<file path="src/rtl/core/kpvf_pkg.sv">
// ----------------------------------------------------------------------------
// kpvf_pkg
// Shared types and constants of the position/velocity filter core.
// ----------------------------------------------------------------------------
package kpvf_pkg;

  localparam int CfgIndexWidth = 2;
  localparam int CfgDataWidth  = 24;

  localparam logic [CfgIndexWidth-1:0] RegNoisePos  = 2'd0;
  localparam logic [CfgIndexWidth-1:0] RegNoiseVel  = 2'd1;
  localparam logic [CfgIndexWidth-1:0] RegNoiseMeas = 2'd2;
  localparam logic [CfgIndexWidth-1:0] RegGravity   = 2'd3;

  localparam logic [23:0] NoisePosReset  = 24'd655;
  localparam logic [23:0] NoiseVelReset  = 24'd197;
  localparam logic [23:0] NoiseMeasReset = 24'd65536;
  localparam logic [19:0] GravityReset   = 20'd642253;

  typedef struct packed {
    logic signed [15:0] accel_g;
    logic signed [31:0] measured_distance;
    logic        [15:0] time_step;
  } in_item_t;

  typedef struct packed {
    logic signed [31:0] position_estimate;
    logic signed [31:0] velocity_estimate;
  } out_item_t;

  typedef enum logic [4:0] {
    S_IDLE, S_M1, S_M2, S_C1, S_VP, S_C2, S_C4, S_C3, S_PRED, S_DEN,
    S_DIV0, S_DIV0W, S_DIV1, S_DIV1W, S_K1,
    S_NV, S_N00, S_N01, S_N10, S_N11U, S_FIN, S_OUT
  } state_t;

  function automatic logic signed [31:0] sat32(input logic signed [65:0] v);
    if (v > 66'sd2147483647) return 32'sh7fffffff;
    if (v < -66'sd2147483648) return 32'sh80000000;
    return v[31:0];
  endfunction

endpackage

</file>
<file path="src/rtl/core/kpvf_divider.sv">
// ----------------------------------------------------------------------------
// kpvf_divider
// Radix-2 restoring divider, signed quotient truncated toward zero.
// ----------------------------------------------------------------------------
module kpvf_divider (
  input  logic                clk,
  input  logic                rst,
  input  logic                start,
  input  logic signed [31:0]  num,
  input  logic        [32:0]  den,
  output logic                busy,
  output logic signed [31:0]  quot
);

  // numerator magnitude is |num|<<16, 48 bits
  logic [47:0] q;
  logic [33:0] rem;
  logic [5:0]  cnt;
  logic        neg;
  logic [32:0] dreg;
  logic [33:0] trial;
  logic [48:0] qs;

  assign trial = {rem[32:0], q[47]} - {1'b0, dreg};

  always_ff @(posedge clk) begin
    if (rst) begin
      busy <= 1'b0;
      cnt  <= '0;
    end else if (start) begin
      busy <= 1'b1;
      cnt  <= 6'd48;
    end else if (busy) begin
      cnt <= cnt - 6'd1;
      if (cnt == 6'd1) busy <= 1'b0;
    end
  end

  always_ff @(posedge clk) begin
    if (start) begin
      neg  <= num[31];
      q    <= {(num[31] ? 32'(-num) : 32'(num)), 16'd0};
      rem  <= '0;
      dreg <= den;
    end else if (busy) begin
      if (!trial[33]) begin
        rem <= trial;
        q   <= {q[46:0], 1'b1};
      end else begin
        rem <= {rem[32:0], q[47]};
        q   <= {q[46:0], 1'b0};
      end
    end
  end

  assign qs   = neg ? -{1'b0, q} : {1'b0, q};
  assign quot = kpvf_pkg::sat32(66'(signed'(qs)));

endmodule

</file>
<file path="config.mk">
export PLATFORM = sky130hd
export DESIGN_NAME = kpvf_divider
export DESIGN_NICKNAME = d
export VERILOG_FILES = /design/src/rtl/core/kpvf_pkg.sv /design/src/rtl/core/kpvf_divider.sv
export SDC_FILE = /design/constraint.sdc
export NUM_CORES = 1
export LEC_CHECK = 0
export BUFFER_PORTS_ARGS = -buffer_cell sky130_fd_sc_hd__buf_2
export CAP_MARGIN = 20
export CORE_MARGIN = 1
export CORE_UTILIZATION = 35
export CTS_CLUSTER_DIAMETER = 60
export DETAILED_ROUTE_END_ITERATION = 8
export MAX_ROUTING_LAYER = met4
export PLACE_DENSITY_LB_ADDON = 0.1
export SYNTH_ARGS = -nofsm -noshare
export SYNTH_HDL_FRONTEND = slang
export SYNTH_SLANG_ARGS = --single-unit
</file>
<file path="constraint.sdc">
create_clock -name clk -period 3.7 [get_ports clk]
set_input_delay 0 -clock clk [delete_from_list [all_inputs] [get_ports clk]]
set_output_delay 0 -clock clk [all_outputs]
set_load 0.02 [all_outputs]
</file>
# After elaboration in Yosys (flattened, before gate mapping)
# Index checks and enable logic that the tools add are counted.
# word_totals
regBits	122
inputBits	68
word_cells	35
# op_classes
n_addsub	4
magnitude_cmp	2
n_eq_ne	1
muxes	18
reduce_logical	2
# op_table
cell	n
$mux 32	5
$mux 48	2
$gt 49x32->1 const B	1
$lt 49x32->1 const B	1
$mux 49	1
$neg 48->49	1
$sub 34x33->34	1
$mux 33	1
$neg 32->32	1
$mux 6	2
$mux 1	7
$eq 6x1->1 const B	1
$sub 6x1->6 const B	1
$reduce_bool 2->1	1
$reduce_or 2->1	1

# Logic depth before layout (Yosys ltp)
# logic_depth
word_depth	7
depth_mapped	15

# Least setup slack after synthesis
# Ideal clock, no wire load.
# synth_timing
kind	reg-to-output
startpoint	reg q[0]
endpoint	out quot[11]
arrival_ps	3340
required_ps	3700
slack_ps	360
path_stages_with_launch	15
path_buffers	2
cell_sequence	dfxtp_1 -> inv_1 -> ha_1 -> clkbuf_1 -> or3b_2 -> a21boi_1 -> o21ai_0 -> a2111oi_0 -> or4b_1 -> nor3_1 -> nand4_1 -> xnor2_1 -> o31ai_4 -> buf_6 -> a21oi_1
# synth_between
elab_chain_cells	7
word_cells_on_any_way	10
# synth_rtl
element	line_no	text
start, declared	kpvf_divider.sv:16	logic [47:0] q;
start signal, assigned	kpvf_divider.sv:42	q <= {(num[31] ? 32'(-num) : 32'(num)), 16'd0};
start signal, assigned	kpvf_divider.sv:48	q <= {q[46:0], 1'b1};
start signal, assigned	kpvf_divider.sv:51	q <= {q[46:0], 1'b0};
$neg 48->49	kpvf_divider.sv:56	assign qs = neg ? -{1'b0, q} : {1'b0, q};
$mux 49 (*)	kpvf_divider.sv:56	
$lt 49x32->1	kpvf_pkg.sv:39	if (v < -66'sd2147483648) return 32'sh80000000;
$mux 1 (2 in a row)	kpvf_pkg.sv:39	
$mux 32	kpvf_pkg.sv:40	return v[31:0];
$mux 32 (*)	kpvf_pkg.sv:39	
end, declared	kpvf_divider.sv:12	output logic signed [31:0] quot
# Every way passes the cells marked *; elsewhere a longest branch is shown, timed or not. The select of a mux whose other input is x is not followed.

# Final worst setup path
# layout_timing
startpoint	reg q[33]
endpoint	out quot[29]
# Same word-level chain as after synthesis.

==> results.md <==
- The run finished, with violations left.
- The checks that failed: negative setup slack.
- The number of rows created at floorplan is 58.
- The area fraction in compound gates after synthesis is between 20% and 30%.
- The placed instance area is between 10000 and 15000 um^2.
- The root buffer cell chosen for the clock tree is clkbuf_16.
- The most numerous cell on the critical path is or4_4.
- At the placement stage, the worst setup path has a slack of 189 ps.
- The total internal power is about 3.1 mW.
- Setup repair after global routing could not meet its margin everywhere.
- 0 antenna diodes ended up in the layout.
- In the finished design, the share of the clock period the worst path needs comes to 105%.
- Relative to the synthesized area, the layout overhead comes to 27.8%.
- The power share of the combinational group is between 30% and 40%.
- The slew of the pin with the lowest slew margin is roughly 950 ps.
- Of all nets on the critical path, the largest fanout is 8.
- Summing all non-filler instances in the final layout gives an area of between 10000 and 15000 um^2.
- The critical path in this run is classified as register to output pin.
- The fraction of layout instances using a drive strength above 1 is a little under a quarter.
- The mapped netlist covers 9060 um^2.
- The count of nets left with antenna violations after detail routing is 0.
- After synthesis, the share of flip-flops with an asynchronous set or reset is 0%.
- The post-route total power is 4.67 mW.
- The synthesized design contains roughly 120 register bits.
- The die covers around 27000 um^2.
- The headroom to the max-slew limit is ~37%.
- The worst setup path is launched from a register.
- The switching portion of total power is roughly 33%.
- After Yosys synthesis, full adders, half adders and majority gates account for approximately 5.3% of the synthesized area.
- Detailed placement finished with a half-perimeter wire length of between 15000 and 20000 um.
- After detailed routing, the average wire length per cell comes to 15.7 um.
- The initial antenna violation count is 0.
- The maximum buffer depth of the clock tree is 2.
- The total routing usage reported by global routing is between 10% and 20%.
- Timing would allow up to about 260 MHz.
- Wires add up to 24500 um.
- Buffers placed on the I/O ports in this run total 100.
- Counting flops with a built-in enable in the synthesized netlist gives 66.
- The fill cell instance count of the final layout is 2547.
- The max-slew violation count is 0.
- In this run the number of H-tree levels came out at 4.
- Across all layers, the routed design uses between 8000 and 9000 vias.
- The sequential share of power is 35.7%.
- The number of hold violations in the final report came to 0.
- For the finished layout, the period the worst path requires is 3880 ps.
- The critical path goes through or4_4, or4b_4, nor3_2, a31o_2, xor2_2, nand2_1, or4_4, o31ai_4, buf_6, clkbuf_16, a21oi_2, buf_4.
- Summed over all cells, the static leakage comes to between 4 and 5 nW.
- The first-pass GRT wire length is 40100 um.
- The detailed-router iteration count before antenna repair is 5.
- The synthesized-area fraction occupied by and/or/nand/nor cells is roughly 17%.
- The multi-input combinational cells in the finished layout cover a total of 5710 um^2.
- Data on the critical path is required at its endpoint by about 3700 ps.
- After detailed routing, the number of remaining DRC violations is 0.
- The top cell type by area accounts for 21.9% of the synthesized area.
- At the end of the flow, the number of nets in the layout was 1322.
- The tree built by TritonCTS fans out to 122 sinks.
- The count of maximum capacitance violations is 0.
- TritonCTS built the clock tree.
- The synthesized design spends more area on one cell type than any other, namely edfxtp_1.
- Synthesis produced a netlist with a net count of roughly 1200.
- The sequential cell area is slightly above 3000 um^2.
- The peak supply drop is roughly 0.00027 V.
- The largest clock skew in the final design is about 11 ps.
- The global placer's final weighted congestion is just under 0.9.
- The initial cell density of the core is 35.8%.
- The mean number of vias per cell is 5.17.
- In this run, the number of DRC markers left after iteration 0 of detailed routing was 396.
- The mean area per synthesized cell is approximately 8.6 um^2.
- The leading cell type in the layout, fill and taps excluded is nor2_1.
- The region available for standard cell placement spans around 25000 um^2.
- By area, the combinational part of the netlist is dominated by compound AO/OA/AOI/OAI gates.
- Among all flip-flop cells after synthesis, the most frequent one is edfxtp_1.
- 101 I/O pins were placed.
- The highest cell delay on the worst timing path is about 550 ps.
- Yosys printed 0 warnings.
- The floorplan die height is approximately 160 um.
- Summed over all nets, the switching power comes to between 1.5 and 2 mW.
- The via count of the first global-routing pass is a little under 8000.
- The maximum number of pins on one net before global-route repair is 69.
- The die span in x is between 150 and 200 um.
- The min-delay analysis places its worst path in the category input pin to register.
- For the worst setup path, the data arrival time is 3880 ps.
- The TritonCTS buffer count is 17.
- Among all stages on the critical path, the largest delay is contributed by or4_4.
- The type of element capturing the critical path is an output pin.
- The unique cell type count in the Yosys netlist is 72.
- For the worst-skew pair, the clock arrives at the later sink with an insertion delay of 420 ps.
- Setup violations remaining at the end of the flow were counted as 31.
- By area the synthesized netlist is led by edfxtp_1 22%, dfxtp_1 12%, xor2_1 6.6%.
- The clock network fraction of design power is around a third.
- In this run the power density over the cells is between 400 and 500 nW/um^2.
- Measured against the total synthesized area, the mux share comes to 5.20%.
- Across all setup checks in the final design, the least slack found is -182 ps.
- The xor/xnor cell area share of the yosys netlist is 10.5%.
- The number of instances in the synthesized netlist is roughly 1100.
- After global routing the overflow that remains totals 0.
- The sequential-to-total area share from yosys stat is ~34%.
- Clock-pin slew was measured on the worst setup and hold paths at 60 ps.
- Leaving out fill and tap cells, the most frequent cells in the layout are 86 x nor2_1, 85 x buf_2, 84 x nand2_1.
## timing repair
action	4_1_cts	5_1_grt
setup endpoints to repair	31	31
resized for setup	23	55
setup buffers	10	13
hold endpoints to repair	49	0
hold buffers	43	0
pin swaps	9	20
cloned	1	1
## path summary, 6_finish.rpt
path,start,to,slack (ps),cells past startpoint
worst max-delay path,q[33],quot[29],-180,12
worst min-delay path,num[4],q[20],4,3
worst max register to register,q[47],rem[30],380,13
worst min register to register,rem[1],rem[1],490,2
## logic make-up (layout without fill, tap and decap cells)
group / after synthesis / in the layout
AOI/OAI and AO/OA: 296 / 296
buffers and inverters: 135 / 310
xor gates and xnor gates: 109 / 109
and+or+nand+nor: 307 / 307
DFF: 122 / 122
adders and majority gates: 38 / 38
muxes: 47 / 47
## metrics by stage
step | instances | utilization, % | hold WS, ps | setup TNS, ps
finish | 1559 | 45.7 | 4.26 | -4350
global route | 1559 | 45.7 | 14.2 | -10560
floorplan | 1054 | - | 69.1 | 0
global placement | 1460 | 39.8 | 176 | 0
CTS | 1546 | 44.5 | 4.12 | -2630
detailed placement | 1460 | 39.8 | 178 | 0
## layer usage
layer  vias to the layer above  global-route usage [%]  wire (um)
met2                       134                    31.6      11600
met1                      3755                    25.4      12000
met5                         -                       -          0
li1                       4165                       -          -
met3                        13                    3.06        664
met4                         0                    4.04        207
## sequential cells by signal (all words and copies together) (netlist names)
name and count:
dreg 33, cnt 6, rem 33, q 48, busy 1, neg 1
## power groups by stage
stage	registers, mW	logic [mW]	clock network (mW)
floorplan	1.66	1.00	0
global placement	1.69	1.37	0
detailed placement	1.69	1.37	0
global route	1.68	1.66	1.61
CTS	1.67	1.46	1.54
finish	1.67	1.50	1.50
## Yosys cell counts, types with 3 or more instances
master and number:
a211oi_1 32, a21boi_0 6, a21o_1 17, a21oi_1 68, a21oi_2 3, a31oi_1 12
and3_1 3, and4_1 4, buf_1 6, buf_2 8, buf_6 5, clkbuf_1 55
dfxtp_1 56, edfxtp_1 66, ha_1 37, inv_1 60, mux2i_1 46, nand2_1 85
nand2b_1 8, nand3_1 20, nand3b_1 3, nand4_1 11, nor2_1 89, nor2b_1 3
nor3_1 28, nor4_1 18, o211ai_1 6, o21a_1 8, o21ai_0 67, o21bai_1 5
o22ai_1 4, o31a_1 4, o31ai_1 25, o41ai_1 14, or3_1 7, or4_1 9
xnor2_1 41, xor2_1 68
## final cells by class
class / instances / share of cell area [%]
Tap cell: 330 / 3.56
Timing Repair Buffer: 218 / 13.8
Inverter: 60 / 1.94
Clock buffer: 22 / 4.09
Clock inverter: 10 / 0.432
Sequential cell: 122 / 26.8
Multi-Input combinational cell: 797 / 49.3
## worst max-delay path: cells and delay by family, from the launching register on
family | cells | cell delay, ps
DFF | 1 | 410
and+or+nand+nor | 5 | 1860
buffers and inverters | 3 | 480
xor gates and xnor gates | 1 | 160
AOI/OAI and AO/OA | 3 | 540
Power figures use the tool's default switching activity.
